File: config.mk
export PLATFORM = sky130hd
export DESIGN_NAME = npm2d_mul
export DESIGN_NICKNAME = d
export VERILOG_FILES = /design/src/sv/npm2d_pkg.sv /design/src/sv/npm2d_mul.sv
export SDC_FILE = /design/constraint.sdc
export NUM_CORES = 2
export LEC_CHECK = 0
export BUFFER_PORTS_ARGS = -buffer_cell sky130_fd_sc_hd__buf_2
export CAP_MARGIN = 20
export CORE_MARGIN = 2
export CORE_UTILIZATION = 35
export CTS_CLUSTER_DIAMETER = 120
export CTS_CLUSTER_SIZE = 12
export DETAILED_ROUTE_END_ITERATION = 16
export SYNTH_ARGS = -nofsm -noshare
export SYNTH_HDL_FRONTEND = slang
export SYNTH_SLANG_ARGS = --single-unit
File: constraint.sdc
create_clock -name clk -period 8.4 [get_ports clk]
set_clock_uncertainty 0.2 [all_clocks]
set_input_delay 1.68 -clock clk [delete_from_list [all_inputs] [get_ports clk]]
set_output_delay 1.68 -clock clk [all_outputs]
set_load 0.03 [all_outputs]
File: src/sv/npm2d_pkg.sv
// Shared constants, codes and types of the nearest point match core.
// No dependencies; imported by every module of the core.
package npm2d_pkg;

    localparam int NPM_MAX_POINTS = 1024;
    localparam int NPM_CNT_W      = 11;
    localparam int NPM_COORD_W    = 16;
    localparam int NPM_OPND_W     = 17;
    localparam int NPM_PROD_W     = 34;
    localparam int NPM_DIST_W     = 33;
    localparam int NPM_IDX_W      = 10;
    localparam int NPM_CFG_IDX_W  = 3;
    localparam int NPM_POINT_W    = 32;

    localparam logic signed [NPM_COORD_W-1:0] NPM_ROT_ONE = 16'sd16384;

    typedef enum logic [NPM_CFG_IDX_W-1:0] {
        CFG_ROT_XX,
        CFG_ROT_XY,
        CFG_ROT_YX,
        CFG_ROT_YY,
        CFG_SHIFT_X,
        CFG_SHIFT_Y,
        CFG_TARGET_COUNT
    } cfg_reg_t;

    typedef enum logic [2:0] {
        ST_IDLE,
        ST_ROT_X,
        ST_ROT_Y,
        ST_ROT_END,
        ST_SCAN,
        ST_DRAIN,
        ST_FINISH
    } state_t;

    typedef enum logic [1:0] {
        OP_ROT_X,
        OP_ROT_Y,
        OP_DIST
    } op_t;

    typedef struct packed {
        op_t                  op;
        logic                 busy;
        logic                 cap_q;
        logic                 cap_mx;
        logic                 cap_my;
        logic                 rd_en;
        logic [NPM_CNT_W-1:0] rd_idx;
        logic                 cmp_en;
        logic [NPM_CNT_W-1:0] cmp_idx;
        logic                 load_out;
    } seq_ctrl_t;

    typedef struct packed {
        logic signed [NPM_OPND_W-1:0] a0;
        logic signed [NPM_OPND_W-1:0] b0;
        logic signed [NPM_OPND_W-1:0] a1;
        logic signed [NPM_OPND_W-1:0] b1;
    } mul_req_t;

endpackage

File: src/sv/npm2d_mul.sv
// Shared dual multiplier used for the rotation and for the squared distances.
// Depends on npm2d_pkg for the operand and product widths.
module npm2d_mul
    import npm2d_pkg::*;
(
    input  logic                         clk,
    input  mul_req_t                     req,
    output logic signed [NPM_PROD_W-1:0] p0_reg,
    output logic signed [NPM_PROD_W-1:0] p1_reg
);

    logic signed [NPM_PROD_W-1:0] p0_next;
    logic signed [NPM_PROD_W-1:0] p1_next;

    always_comb
    begin
        p0_next = req.a0 * req.b0;
        p1_next = req.a1 * req.b1;
    end

    always_ff @(posedge clk)
    begin
        p0_reg <= p0_next;
        p1_reg <= p1_next;
    end

endmodule

==> out/metrics.yaml <==
global_route:
  grt_pass1_wl_mm: 90.9
  grt_start_max_net_pins: 18
  grt_pass1_vias: 17300
  antenna_found_initial: 0
  overflow: 0
  grt_use_total_pct: 17.2
timing:
  finalMaxSlewViolations: 0
  tns_ns: 0
  fin_crit_ns: 7.64
  rsz0062_at_grt: "no"
  max_slew_margin_pct: 52.6
  finalSetupViolCount: 0
  period_share_pct: 91.0
  fmax_mhz: 131
  holdWs_ns: 1.51
  worstMarginPinSlew_ns: 0.703
  hold_viol: 0
cts:
  cts-root-buf: "clkbuf_16"
  clk_pin_slew_ns: 0.09
  cts_setup_buffers: 0
  cts-hold-fix-buffers: 0
  numCtsBuffers: 9
  clockBufferDepth: 2
  cts_tree: "done"
  cts.sinks: 68
  cts_resized: 0
  htree_levels: 3
floorplan:
  dieWidth_um: 260
  core.rowCount: 94
  pin_count: 137
  die_h_um: 260
  core_area_um2: 65400
  start_util_pct: 35.2
  die-area_um2: 67800
drt:
  ant_nets: 0
  viasPerCell: 4.71
  wl_mm: 53.6
  wl_per_cell_um: 15.9
  drc_errors: 0
  num_vias: 15900
  drtIter0Drc: 760
  first_pass_iters: 5
job:
  maxCapViolCount: 0
worst_hold_path:
  min_from: "req[34]"
  hp-class: "in2reg"
place:
  place_inst: 3353
  hpwlAfterDp_mm: 45.2
  gp_congestion: 0.832
  io_buffers: 136
critical_path:
  crit_type: "in2reg"
  cp-end-kind: "flop"
  critPathMaxFanout: 17
  worst_ep_arrival_time_ns: 7.72
  crit_start: "req[36]"
  cp.required_ns: 8.47
  worstSetupStartpointType: "input pin"
finish:
  layout_common_cells: "596 x inv_1, 592 x fa_1, 292 x and2_1"
  final_common_cell: "inv_1"
  fillerInstances: 6671
  drive_gt1_share_pct: 7.19
  final_util_pct: 38.1
  fin_nets: 3331
  syn_to_final_growth_pct: 8.25
  instances_no_fill: 3371
  multi_input_area_um2: 19100
  seqCellArea_um2: 1360
synthesis:
  netlist_area_um2: 23000
  yosys-top-cells-area: "fa_1 52%, inv_1 9.7%, ha_1 9.2%, and2_1 7.9%, dfxtp_1 5.9%"
  syn_nets: 3246
  async_flop_share_pct: 0
  synth_compound_area_share_pct: 4.70
  synth_top_area_share_pct: 51.5
  ys_ff_latch: 68
  synth_seq_area_share_pct: 5.92
  synth.avg_cell_area_um2: 9.53
  synthFlopType: "dfxtp_1"
  synth_cells: 2415
  netlist-cell-type-count: 63
  synth_edf_count: 0
  synthXorXnorAreaFrac_pct: 2.51
  yosys.area_share.simple_pct: 15.1
  synthMuxAreaShare_pct: 0
  synthAdderAreaFrac_pct: 60.7
  synth_top_family_by_area: "adder cells"
  synth_top_area_cell: "fa_1"
  ys_warn_count: 0
run_status:
  status: "complete, no violations"
[critical path, stage by stage]
cell	delay [ns]
buf_2	0.28
nand2_1	0.14
fa_1	0.52
fa_1	0.52
fa_1	0.57
inv_1	0.08
fa_1	0.49
fa_1	0.49
inv_1	0.05
fa_1	0.48
inv_1	0.04
ha_1	0.36
a21o_1	0.18
a21o_1	0.17
a21oi_1	0.16
o21ai_1	0.13
a221o_1	0.37
a31oi_1	0.30
o21ai_2	0.14
a2111oi_0	0.44
nor3b_1	0.10
[layout make-up]
class                           count  share of cell area (%)
Sequential cell                    68                    5.47
Multi-Input combinational cell   1674                    76.8
Clock buffer                        9                   0.904
Tap cell                          864                    4.34
Timing Repair Buffer              151                    3.18
Clock inverter                      7                   0.332
Inverter                          596                    8.98
Antenna cell                        2                  0.0201
[through the flow]
stage / setup slack [ns] / area (um^2)
floorplan: 0.928 / 23000
global placement: 0.480 / 24600
detailed placement: 0.372 / 24600
CTS: 0.792 / 24900
global route: 0.391 / 24900
finish: 0.756 / 24900
[cells by family after synthesis]
family	Yosys count
buf+inv	673
simple gates	687
fa+ha+maj	762
flops	68
xor+xnor	66
compound gates	159
[synthesized netlist by cell type, types with 9 or more instances]
library cell and instances:
fa_1 592, xor2_1 11, nor2_1 48, a21oi_1 41, nand2_1 277, inv_1 596
a211oi_1 10, nand2b_1 13, and2_1 292, xnor2_1 55, o21a_1 11, o21ai_0 24
clkbuf_1 76, ha_1 170, a21o_1 25, nand3_1 10, nor3_1 9, dfxtp_1 68
[per-layer routing]
layer  up-vias  wire, um  track usage (%)
met5         -         0                0
met4         0      1430             5.03
met3        72      2470             2.68
met2       315     26400             29.0
met1      8248     23200             22.9
li1       7231         -                -
[worst paths after layout]
check	to	depth (start not counted)
setup / recovery	p0_reg[26]	21
hold / removal	p0_reg[0]	2
Power is not shown: default switching activity piles up to over one toggle a cycle in this logic, so the estimate is an artifact.
