===== src/sv/npm2d_pkg.sv =====
// Shared constants, codes and types of the nearest point match core.
// No dependencies; imported by every module of the core.
package npm2d_pkg;

    localparam int NPM_MAX_POINTS = 1024;
    localparam int NPM_CNT_W      = 11;
    localparam int NPM_COORD_W    = 16;
    localparam int NPM_OPND_W     = 17;
    localparam int NPM_PROD_W     = 34;
    localparam int NPM_DIST_W     = 33;
    localparam int NPM_IDX_W      = 10;
    localparam int NPM_CFG_IDX_W  = 3;
    localparam int NPM_POINT_W    = 32;

    localparam logic signed [NPM_COORD_W-1:0] NPM_ROT_ONE = 16'sd16384;

    typedef enum logic [NPM_CFG_IDX_W-1:0] {
        CFG_ROT_XX,
        CFG_ROT_XY,
        CFG_ROT_YX,
        CFG_ROT_YY,
        CFG_SHIFT_X,
        CFG_SHIFT_Y,
        CFG_TARGET_COUNT
    } cfg_reg_t;

    typedef enum logic [2:0] {
        ST_IDLE,
        ST_ROT_X,
        ST_ROT_Y,
        ST_ROT_END,
        ST_SCAN,
        ST_DRAIN,
        ST_FINISH
    } state_t;

    typedef enum logic [1:0] {
        OP_ROT_X,
        OP_ROT_Y,
        OP_DIST
    } op_t;

    typedef struct packed {
        op_t                  op;
        logic                 busy;
        logic                 cap_q;
        logic                 cap_mx;
        logic                 cap_my;
        logic                 rd_en;
        logic [NPM_CNT_W-1:0] rd_idx;
        logic                 cmp_en;
        logic [NPM_CNT_W-1:0] cmp_idx;
        logic                 load_out;
    } seq_ctrl_t;

    typedef struct packed {
        logic signed [NPM_OPND_W-1:0] a0;
        logic signed [NPM_OPND_W-1:0] b0;
        logic signed [NPM_OPND_W-1:0] a1;
        logic signed [NPM_OPND_W-1:0] b1;
    } mul_req_t;

endpackage


===== src/sv/npm2d_seq.sv =====
// Sequencer of the core: transform steps, table scan and result hand-off.
// Depends on npm2d_pkg for the state, operation and control types.
module npm2d_seq
    import npm2d_pkg::*;
(
    input  logic                 clk,
    input  logic                 rst_n,
    input  logic                 query_valid,
    input  logic [NPM_CNT_W-1:0] cnt,
    input  logic                 out_free,
    output seq_ctrl_t            ctrl
);

    state_t               state_reg;
    state_t               state_next;
    logic [NPM_CNT_W-1:0] idx_reg;
    logic [NPM_CNT_W-1:0] idx_next;
    logic [NPM_CNT_W-1:0] idx_s1_reg;
    logic [NPM_CNT_W-1:0] idx_s2_reg;
    logic                 s1_reg;
    logic                 s2_reg;
    logic [NPM_CNT_W-1:0] last_idx;

    assign last_idx = cnt - NPM_CNT_W'(1);

    always_comb
    begin
        state_next = state_reg;
        case (state_reg)
            ST_IDLE:
            begin
                if (query_valid)
                begin
                    state_next = ST_ROT_X;
                end
            end
            ST_ROT_X:
            begin
                state_next = ST_ROT_Y;
            end
            ST_ROT_Y:
            begin
                state_next = ST_ROT_END;
            end
            ST_ROT_END:
            begin
                state_next = (cnt == '0) ? ST_FINISH : ST_SCAN;
            end
            ST_SCAN:
            begin
                if (idx_reg == last_idx)
                begin
                    state_next = ST_DRAIN;
                end
            end
            ST_DRAIN:
            begin
                if (!s1_reg && !s2_reg)
                begin
                    state_next = ST_FINISH;
                end
            end
            ST_FINISH:
            begin
                if (out_free)
                begin
                    state_next = ST_IDLE;
                end
            end
            default:
            begin
                state_next = ST_IDLE;
            end
        endcase
    end

    always_comb
    begin
        ctrl         = '0;
        ctrl.op      = OP_DIST;
        ctrl.busy    = (state_reg != ST_IDLE);
        ctrl.rd_idx  = idx_reg;
        ctrl.cmp_en  = s2_reg;
        ctrl.cmp_idx = idx_s2_reg;
        case (state_reg)
            ST_IDLE:
            begin
                ctrl.cap_q = query_valid;
            end
            ST_ROT_X:
            begin
                ctrl.op = OP_ROT_X;
            end
            ST_ROT_Y:
            begin
                ctrl.op     = OP_ROT_Y;
                ctrl.cap_mx = 1'b1;
            end
            ST_ROT_END:
            begin
                ctrl.cap_my = 1'b1;
            end
            ST_SCAN:
            begin
                ctrl.rd_en = 1'b1;
            end
            ST_DRAIN:
            begin
                ctrl.rd_en = 1'b0;
            end
            ST_FINISH:
            begin
                ctrl.load_out = out_free;
            end
            default:
            begin
                ctrl.rd_en = 1'b0;
            end
        endcase
    end

    always_comb
    begin
        idx_next = (state_reg == ST_SCAN) ? idx_reg + NPM_CNT_W'(1) : '0;
    end

    always_ff @(posedge clk or negedge rst_n)
    begin
        if (!rst_n)
        begin
            state_reg  <= ST_IDLE;
            idx_reg    <= '0;
            s1_reg     <= 1'b0;
            s2_reg     <= 1'b0;
            idx_s1_reg <= '0;
            idx_s2_reg <= '0;
        end
        else
        begin
            state_reg  <= state_next;
            idx_reg    <= idx_next;
            s1_reg     <= ctrl.rd_en;
            s2_reg     <= s1_reg;
            idx_s1_reg <= idx_reg;
            idx_s2_reg <= idx_s1_reg;
        end
    end

endmodule


===== config.mk =====
export PLATFORM = sky130hd
export DESIGN_NAME = npm2d_seq
export DESIGN_NICKNAME = d
export VERILOG_FILES = /design/src/sv/npm2d_pkg.sv /design/src/sv/npm2d_seq.sv
export SDC_FILE = /design/constraint.sdc
export NUM_CORES = 1
export LEC_CHECK = 0
export BUFFER_PORTS_ARGS = -buffer_cell sky130_fd_sc_hd__buf_4
export CORE_UTILIZATION = 53
export DETAILED_ROUTE_END_ITERATION = 8
export PLACE_DENSITY = 0.82
export SETUP_SLACK_MARGIN = 0.2
export SLEW_MARGIN = 40
export SYNTH_ARGS = -nofsm -noshare
export SYNTH_HDL_FRONTEND = slang
export SYNTH_SLANG_ARGS = --single-unit

===== constraint.sdc =====
create_clock -name clk -period 3.95 [get_ports clk]
set_input_delay 0.79 -clock clk [delete_from_list [all_inputs] [get_ports clk]]
set_output_delay 0.79 -clock clk [all_outputs]
set_load 0.01 [all_outputs]

==> results of run 1 <==
layout make-up:
type / instances / area share, %
Sequential cell: 38 / 45.2
Timing Repair Buffer: 45 / 16.1
Clock buffer: 6 / 2.44
Inverter: 8 / 1.43
Multi-Input combinational cell: 100 / 32.2
Tap cell: 44 / 2.62
per-stage QoR:
| step | std cells | hold WS (ns) |
|---|---|---|
| final | 241 | 0.358 |
| after global routing | 241 | 0.368 |
| after CTS | 241 | 0.359 |
| after detailed placement | 235 | 0.336 |
| after global placement | 235 | 0.332 |
| after floorplan | 153 | 0.331 |
power by group through the flow:
stage	logic, mW	registers [mW]	clock network (mW)
floorplan	0.156	0.594	0
global placement	0.326	0.584	0
detailed placement	0.338	0.591	0
CTS	0.343	0.584	0.201
global route	0.374	0.601	0.214
finish	0.338	0.583	0.195
cells by family (layout without fill, tap and decap cells):
family	Yosys count	after routing
AND/OR/NAND/NOR	58	58
adder cells (fa/ha/maj)	2	2
flip-flops	38	38
XOR/XNOR	20	20
multiplexers	2	2
AO/OA/AOI/OAI	18	18
buffers and inverters	15	59
synthesized netlist by cell type (all sizes together), types with 3 or more instances:
library cell / n
xor2: 7
nand3: 8
dfrtp: 38
and3: 3
a31oi: 3
nand2: 10
clkbuf: 5
a21oi: 3
nor2: 16
inv: 8
o21ai: 4
xnor2: 13
nor3: 4
nor2b: 3
layer usage:
metal  up-vias  wire length [um]
met5         -                 0
met4         0                32
met3         5               146
met2        34              1670
met1       616              1410
li1        603                 -
path summary, 6_finish.rpt:
check | startpoint | end | slack, ns | cells after the start
hold reg to reg | idx_s1_reg[4] | idx_s2_reg[4] | 0.36 | 0
min in group asynchronous | rst_n | idx_reg[1] | 0.39 | 1
max in group asynchronous | rst_n | idx_s2_reg[8] | 3.24 | 1
setup reg to reg | idx_reg[10] | state_reg[0] | 2.40 | 5
hold / removal | idx_s1_reg[4] | idx_s2_reg[4] | 0.36 | 0
setup / recovery | state_reg[2] | ctrl[24] | 1.34 | 3
critical path, cell delays in order, from the launching register on:
cell and delay, ns:
dfrtp_1 0.58, or3b_2 0.63, inv_1 0.14, buf_4 0.13
==> flow_summary_export.csv, run 1 <==
group,metric,value,unit
status,status,"completed",
routing,ant_nets,0,
global_routing,grt_overflow_total,0,
floorplanning,die_w,58.5,um
finish,nets,215,
floorplanning,coreArea,3030,um^2
finish,layout-drive-gt1-share,29.4,%
pwr,clock_power_share,17.4,%
critical_path,critPathCaptureType,"primary output",
global_routing,use_met2,36.8,%
finish,fin_util,69.4,%
critical_path,cp.required,3.16,ns
global_routing,grt_antenna_before_repair,0,
clock_tree,path_clk_slew,0.10,ns
critical_path,crit_fanout,13,
clock_tree,clk_latency,0.34,ns
routing,num_vias,1258,
sta,min_period_over_period,66.1,%
yosys,seq_area_frac_synth,56.2,%
finish,multi_input_area,677,um^2
sta,rsz0062_at_grt,"false",
yosys,ys.flop_type,"dfrtp_1",
finish,final_common_cell,"buf_4",
routing,first_iter_violations,40,
sta,fin_crit,2.61,ns
finish,fill_cells,215,
yosys,ys_types,37,
yosys,synth_top_area_cell,"dfrtp_1",
yosys,synth_top_family_by_area,"simple AND/OR/NAND/NOR gates",
place,dpl_cell_area,2050,um^2
pwr,finalPower,1.12,mW
finish,final_cell_mix,"45 x buf_4, 38 x dfrtp_1, 16 x nor2_1, 13 x xnor2_1, 10 x nand2_1",
pwr,switchingPower,0.366,mW
critical_path,critPathKind,"reg -> out",
clock_tree,clockBufferDepth,2,
global_routing,grt_use_total,22.1,%
floorplanning,ioPinCount,46,
sta,fin_ws,1.34,ns
routing,routed_wl,3.25,mm
clock_tree,cts_tree,"done",
yosys,synth-adder-area-share,1.48,%
sta,final-hold-violation-count,0,
routing,dr.pass1.iters,4,
clock_tree,post_cts_buffers,0,
pwr,p_leak,1.00,nW
place,gp_congestion,0.815,
critical_path,worst_setup_path_start_kind,"flop",
sta,fin_setup_tns,0,ns
routing,drc,0,
global_routing,globalRouteMet3Util,5.49,%
yosys,synth.area.mux_share,1.18,%
finish,seq_area,951,um^2
place,dp_hpwl,2.41,mm
yosys,synthTopCellsByArea,"dfrtp_1 56%, xnor2_1 6.7%, xor2_1 3.6%",
yosys,syn-cell-area,1690,um^2
clock_tree,cts_hold_buf,0,
pwr,p_int,0.750,mW
clock_tree,numCtsBuffers,5,
global_routing,first_global_vias,1215,
global_routing,grtUsageMet1,27.7,%
critical_path,arrival,1.82,ns
finish,fin_area,2100,um^2
place,pre_cts_ws,1.50,ns
yosys,synth-simple-area-share,19.2,%
yosys,synth_xor_area_share,10.4,%
routing,drt-wirelength-per-cell,13.5,um
sta,timing.fmax,383,MHz
yosys,async_flop_share,100,%
yosys,yosysTopAreaCellShare,56.2,%
yosys,syn_inst,153,
global_routing,grt_first_pass_wirelength,5.53,mm
worst_hold_path,hp-class,"reg -> reg",
finish,diodes,0,
sta,final_max_slew_viol_count,0,
pwr,ir_drop,0.000181,V
floorplanning,fp.dieH,58.5,um
sta,maxSlewHeadroom,66.2,%
yosys,avgSynthCellArea,11.1,um^2
global_routing,busiest_layer,"met2",
clock_tree,cts.sinks,38,
yosys,synth_seq_cells,38,
yosys,yosys_warnings,0,
floorplanning,dieArea,3420,um^2
sta,tightest_slew,0.506,ns
yosys,synth_nets,170,
clock_tree,post_cts_resized,0,
yosys,synth_edf_count,0,
pwr,netSwitchingFraction,32.8,%
routing,via_per_inst,5.22,
pwr,p_comb_share,30.3,%
pwr,pwr-share-seq,52.2,%
pwr,p_per_area,531,nW/um^2
sta,setup_viol,0,
floorplanning,rows,20,
clock_tree,clockRootBuffer,"clkbuf_4",
finish,area_growth,24.3,%
sta,skew,0.00890,ns
global_routing,grt_max_degree,39,
floorplanning,start_util,55.9,%
yosys,synth_compound_area_share,7.84,%
clock_tree,htree_num_levels,2,
run,max_cap_violations,0,
place,portBuffers,45,
No activity file was read; power rests on OpenSTA's default activity.
==> run 2: changes to the inputs <==
--- a/config.mk
+++ b/config.mk
@@ -5,10 +5,11 @@
 export SDC_FILE = /design/constraint.sdc
 export NUM_CORES = 1
 export LEC_CHECK = 0
+export ABC_AREA = 1
 export BUFFER_PORTS_ARGS = -buffer_cell sky130_fd_sc_hd__buf_4
-export CORE_UTILIZATION = 53
+export CORE_UTILIZATION = 47
 export DETAILED_ROUTE_END_ITERATION = 8
-export PLACE_DENSITY = 0.82
+export PLACE_DENSITY = 0.76
 export SETUP_SLACK_MARGIN = 0.2
 export SLEW_MARGIN = 40
 export SYNTH_ARGS = -nofsm -noshare
==> constraint.sdc (replaced) <==
create_clock -name clk -period 2.3 [get_ports clk]
set_input_delay 0.46 -clock clk [delete_from_list [all_inputs] [get_ports clk]]
set_output_delay 0.46 -clock clk [all_outputs]
set_load 0.01 [all_outputs]
==> run 2 against run 1 <==
Synthesized area is 8.9% higher. Critical path depth is 3 higher. Setup slack worse by 0.85 ns. Cell area is 13% higher. Critical path type unchanged. Critical endpoint is now ctrl[27]. Largest cell class unchanged. Power is 75% higher.
==> flow_summary_export.csv, run 2 <==
group,metric,value,unit
routing,via_per_inst,4.71,
critical_path,critPathSlowestCell,"dfrtp_1",
critical_path,cp.required,1.84,ns
finish,final_cell_mix,"52 x nand2_1, 45 x buf_4, 38 x dfrtp_1, 31 x nor2_1, 27 x inv_1",
clock_tree,cts_tree,"done",
finish,final_common_cell,"nand2_1",
finish,diodes,0,
critical_path,critical-path-max-stage-delay,0.45,ns
pwr,p_comb_share,24.9,%
clock_tree,clk_latency,0.28,ns
yosys,syn_inst,220,
floorplanning,coreArea,3720,um^2
global_routing,grt_overflow_total,0,
yosys,synth_top_family_by_area,"simple AND/OR/NAND/NOR gates",
yosys,synthTopCellsByArea,"dfrtp_1 52%, nand2_1 11%, nor2_1 6.3%",
critical_path,worst_setup_path_start_kind,"flop",
pwr,p_leak,1.27,nW
pwr,clock_power_share,34.6,%
floorplanning,dieArea,4180,um^2
yosys,synth_top_area_cell,"dfrtp_1",
sta,final_max_slew_viol_count,0,
clock_tree,path_clk_slew,0.07,ns
status,status,"completed",
worst_hold_path,hp-class,"in -> async",
finish,multi_input_area,723,um^2
floorplanning,fp.dieH,64.6,um
yosys,ys.flop_type,"dfrtp_1",
routing,num_vias,1504,
place,dp_hpwl,2.76,mm
finish,fin_area,2370,um^2
yosys,synth.area.mux_share,0,%
finish,nets,287,
critical_path,crit_fanout,6,
sta,rsz0062_at_grt,"false",
global_routing,first_global_vias,1395,
sta,fin_setup_tns,0,ns
sta,maxSlewHeadroom,70.1,%
yosys,synth_seq_cells,38,
clock_tree,numCtsBuffers,5,
sta,setup_viol,0,
pwr,switchingPower,0.550,mW
global_routing,grt_antenna_before_repair,0,
floorplanning,rows,22,
global_routing,grt_use_total,19.2,%
clock_tree,clockRootBuffer,"clkbuf_8",
place,placedCellCount,311,
global_routing,grt_first_pass_wirelength,6.00,mm
critical_path,crit_top_cell,"nor2_1",
clock_tree,htree_num_levels,2,
routing,routed_wl,3.43,mm
finish,fin_cells,319,
routing,dr.pass1.iters,4,
critical_path,cp-startpoint,"state_reg[1]",
finish,layout-drive-gt1-share,29.2,%
routing,drt-wirelength-per-cell,10.8,um
yosys,yosysTopAreaCellShare,51.6,%
run,max_cap_violations,0,
sta,final-hold-violation-count,0,
yosys,yosysMostFrequentCell,"nand2_1",
global_routing,grt_max_degree,39,
pwr,p_per_area,824,nW/um^2
place,dpl_cell_area,2230,um^2
yosys,synth-adder-area-share,1.36,%
yosys,seq_area_frac_synth,51.6,%
yosys,synth_xor_area_share,2.65,%
clock_tree,cts_hold_buf,0,
pwr,p_int,1.40,mW
critical_path,r2r-start,"idx_reg[0]",
clock_tree,clockBufferDepth,2,
critical_path,crit_family,"flip-flops",
critical_path,critPathKind,"reg -> out",
yosys,async_flop_share,100,%
routing,ant_nets,0,
yosys,avgSynthCellArea,8.38,um^2
pwr,pwr-share-seq,40.5,%
yosys,synth_edf_count,0,
place,portBuffers,45,
critical_path,arrival,1.35,ns
critical_path,critPathCaptureType,"primary output",
floorplanning,ioPinCount,46,
pwr,ir_drop,0.000407,V
yosys,synth-simple-area-share,29.1,%
yosys,synth_nets,237,
critical_path,path_cells,"nor2_1 -> inv_2 -> nor2_1 -> inv_2 -> nor2_1 -> buf_4",
sta,timing.fmax,553,MHz
yosys,syn-cell-area,1840,um^2
floorplanning,die_w,64.6,um
sta,min_period_over_period,78.6,%
floorplanning,start_util,49.6,%
routing,drc,0,
place,gp_congestion,0.876,
clock_tree,post_cts_buffers,0,
sta,skew,0.00342,ns
finish,seq_area,951,um^2
finish,fill_cells,314,
clock_tree,cts.sinks,38,
yosys,ys_types,27,
critical_path,crit_buf_inv,3,
yosys,yosys_warnings,0,
sta,tightest_slew,0.448,ns
routing,first_iter_violations,79,
finish,area_growth,28.5,%
critical_path,rrSetupSlack,0.72,ns
clock_tree,post_cts_resized,0,
yosys,ys_top_cells_by_count,"52 x nand2_1, 38 x dfrtp_1, 31 x nor2_1",
pwr,netSwitchingFraction,28.2,%
yosys,synth_compound_area_share,6.11,%
finish,fin_util,63.7,%
sta,fin_crit,1.81,ns
## run 2: kinds of logic (layout without fill, tap and decap cells)
group	count (synthesis)	count (layout)
fa+ha+maj	2	2
simple gates	113	113
buf+inv	43	94
xor+xnor	4	4
flops	38	38
compound gates	20	20
## run 2: metrics by stage
stage          hold slack [ns]  power, mW  setup slack, ns
6_report                 0.123       1.95            0.491
3_3_place_gp             0.331       1.28            0.513
5_1_grt                  0.159       2.06            0.419
4_1_cts                  0.126       1.97            0.487
2_1_floorplan            0.164       1.10            0.734
3_5_place_dp             0.335       1.29            0.479
## run 2: worst register-to-register path: stages, from the launching register on
cell and delay (ns):
dfrtp_1 0.45, ha_1 0.20, nand2_1 0.08, nor2_2 0.11, nand2_1 0.10, nor3_4 0.18, nand3_2 0.12, nor3_1 0.17
nor2_1 0.07
## run 2: metal layers
metal	up-vias	GRT usage, %	wire, um
met3	5	3.70	130
met5	-	0	0
met4	0	9.44	71
met1	688	24.5	1560
met2	34	31.1	1670
li1	777	-	-
## run 2: worst paths after layout
path / endpoint / depth (start not counted)
worst max-delay path: ctrl[27] / 6
min in group clk: idx_s2_reg[2] / 0
max in group asynchronous: state_reg[1] / 1
worst min-delay path: idx_s2_reg[0] / 1
worst max register to register: idx_reg[10] / 8
worst min register to register: idx_s2_reg[2] / 0
## run 2: final cells by class
type | instances | area share [%]
Timing Repair Buffer | 45 | 14.3
Multi-Input combinational cell | 139 | 30.5
Inverter | 41 | 6.50
Clock buffer | 6 | 3.49
Tap cell | 48 | 2.54
Sequential cell | 38 | 40.1
Clock inverter | 2 | 2.54
## run 2: power groups by stage
stage               Sequential (mW)  Combinational (mW)  Clock (mW)
floorplan                     0.794               0.305           0
global placement              0.795               0.486           0
detailed placement            0.800               0.489           0
CTS                           0.789               0.493       0.693
global route                  0.797               0.551       0.714
finish                        0.790               0.486       0.675
==> run 3: changes to the inputs <==
==> constraint.sdc (replaced) <==
create_clock -name clk -period 1.5 [get_ports clk]
set_input_delay 0.3 -clock clk [delete_from_list [all_inputs] [get_ports clk]]
set_output_delay 0.3 -clock clk [all_outputs]
set_load 0.01 [all_outputs]
==> run 3 against run 2 <==
Combinational power grew to 2.5 times the previous value. Sequential cell count is the same. Setup slack lost 0.61 ns. Clock skew grew 0.0026 ns. Worst hold slack gained 0.23 ns. Cell count grew 12%. The flow now finishes with violations (setup timing). Cell area grew 22%. Register-to-register slack lost 0.75 ns. Core utilization grew 14 points. Largest cell class unchanged. Via count grew 15%. Critical path type unchanged. Largest power group unchanged. Non-clock buffer count grew 37. Critical path depth is the same.
==> flow_summary_export.csv, run 3 (synthesized netlist as in run 2, its figures left out) <==
group,metric,value,unit
routing,ant_nets,0,
pwr,p_comb_share,34.5,%
sta,setup_viol,9,
critical_path,crit_fanout,4,
routing,first_iter_violations,134,
critical_path,cp-startpoint,"state_reg[1]",
routing,dr.pass1.iters,4,
global_routing,grt_overflow_total,0,
finish,nets,324,
place,dpl_cell_area,2340,um^2
global_routing,grt_max_degree,39,
place,portBuffers,45,
finish,area_growth,57.0,%
status,violations,"setup timing",
floorplanning,dieArea,4180,um^2
floorplanning,die_w,64.6,um
routing,drc,0,
worst_hold_path,hp-class,"reg -> reg",
routing,num_vias,1734,
clock_tree,path_clk_slew,0.07,ns
critical_path,reg2reg_to,"idx_reg[9]",
pwr,clock_power_share,30.1,%
finish,layout-drive-gt1-share,50.6,%
clock_tree,numCtsBuffers,5,
floorplanning,start_util,49.6,%
critical_path,rrSetupSlack,-0.03,ns
clock_tree,htree_num_levels,2,
routing,routed_wl,4.67,mm
sta,final_max_slew_viol_count,0,
global_routing,grt_antenna_before_repair,0,
clock_tree,cts_tree,"done",
clock_tree,clk_latency,0.29,ns
run,max_cap_violations,0,
floorplanning,coreArea,3720,um^2
floorplanning,fp.dieH,64.6,um
sta,final-hold-violation-count,0,
finish,diodes,0,
sta,timing.fmax,616,MHz
clock_tree,cts.sinks,38,
pwr,netSwitchingFraction,31.6,%
sta,tightest_slew,0.465,ns
status,status,"finished with violations",
global_routing,grt_first_pass_wirelength,6.92,mm
critical_path,worst_setup_path_start_kind,"flop",
pwr,p_leak,1.50,nW
critical_path,arrival,1.32,ns
sta,worst_hold_slack,0.348,ns
place,gp_congestion,0.837,
pwr,ir_drop,0.000633,V
critical_path,r2r-start,"idx_reg[0]",
worst_hold_path,hold_depth,0,
pwr,p_int,2.41,mW
clock_tree,clockRootBuffer,"clkbuf_8",
critical_path,r2r_cells,7,
floorplanning,rows,22,
sta,min_period_over_period,108,%
routing,via_per_inst,4.87,
place,dp_hpwl,2.85,mm
global_routing,first_global_vias,1566,
pwr,pwr-share-seq,35.4,%
sta,fin_setup_tns,-0.668,ns
sta,rsz0062_at_grt,"true",
finish,fin_area,2890,um^2
sta,skew,0.00599,ns
pwr,finalPower,3.53,mW
sta,fin_crit,1.62,ns
critical_path,critPathKind,"reg -> out",
pwr,p_per_area,1220,nW/um^2
place,pre_cts_ws,-0.0647,ns
critical_path,crit_path_end,"ctrl[27]",
global_routing,grt_use_total,22.1,%
finish,final_cell_mix,"61 x buf_4, 47 x nand2_1, 30 x dfrtp_1, 22 x inv_1, 21 x nor2_1",
sta,maxSlewHeadroom,69.0,%
pwr,switchingPower,1.12,mW
critical_path,cp.required,1.20,ns
finish,final_common_cell,"buf_4",
floorplanning,ioPinCount,46,
sta,fin_ws,-0.122,ns
routing,drt-wirelength-per-cell,13.1,um
critical_path,critPathCaptureType,"primary output",
clock_tree,clockBufferDepth,2,
run 3: cell count changes in the layout (fill, tap and decap cells not counted), moves of 8 or more:
cell	before	now
dfrtp_2	0	8
buf_4	45	61
dfrtp_1	38	30
nor2_1	31	21
buf_6	0	20
run 3: layer usage:
metal / global-route usage (%) / routed length [um]
met1: 27.0 / 1990
met2: 38.7 / 2390
met3: 3.52 / 174
met4: 9.17 / 125
met5: 0 / 0
run 3: how the worst min path moves through the flow:
stage,start,endpoint,slack [ns]
global placement,rst_n,idx_s2_reg[1],0.28
detailed placement,rst_n,idx_s2_reg[2],0.29
global route,idx_s1_reg[8],idx_s2_reg[8],0.35
floorplan,rst_n,idx_reg[0],0.004
CTS,idx_s1_reg[8],idx_s2_reg[8],0.35
finish,idx_s1_reg[8],idx_s2_reg[8],0.35
run 3: power groups by stage:
stage                     Combinational [mW]  Clock (mW)  Sequential [mW]
after floorplan                        0.474           0             1.23
after global placement                 0.768           0             1.23
after detailed placement               0.776           0             1.24
after CTS                              0.965        1.07             1.23
after global routing                    1.31        1.12             1.25
final                                   1.22        1.06             1.25
run 3: critical path, stage by stage, from the launching register on:
cell and delay, ns:
dfrtp_2 0.45, nor2_2 0.15, inv_2 0.08, nor2_4 0.10
inv_2 0.06, nor2_2 0.07, buf_4 0.12
run 3: final cells by class:
| type | instances | area, um^2 |
|---|---|---|
| clock buffer | 6 | 82.6 |
| sequential | 38 | 961 |
| tap | 48 | 60.1 |
| clock inverter | 2 | 60.1 |
| multi-input combinational | 139 | 867 |
| timing repair buffer | 82 | 693 |
| fill | 244 | 823 |
| inverter | 41 | 169 |
run 3: per-stage QoR:
stage | std cells | utilization [%]
finish | 356 | 77.8
global placement | 321 | 63.0
CTS | 344 | 72.8
floorplan | 220 | -
global route | 356 | 77.8
detailed placement | 321 | 63.0
run 3: timing repair:
action                     in CTS  in global routing
setup buffers                  14                 12
cloned                          0                  0
resized for setup              30                 30
hold endpoints to repair       38                  0
hold buffers                    1                  0
setup endpoints to repair      20                 25
pin swaps                       7                 13
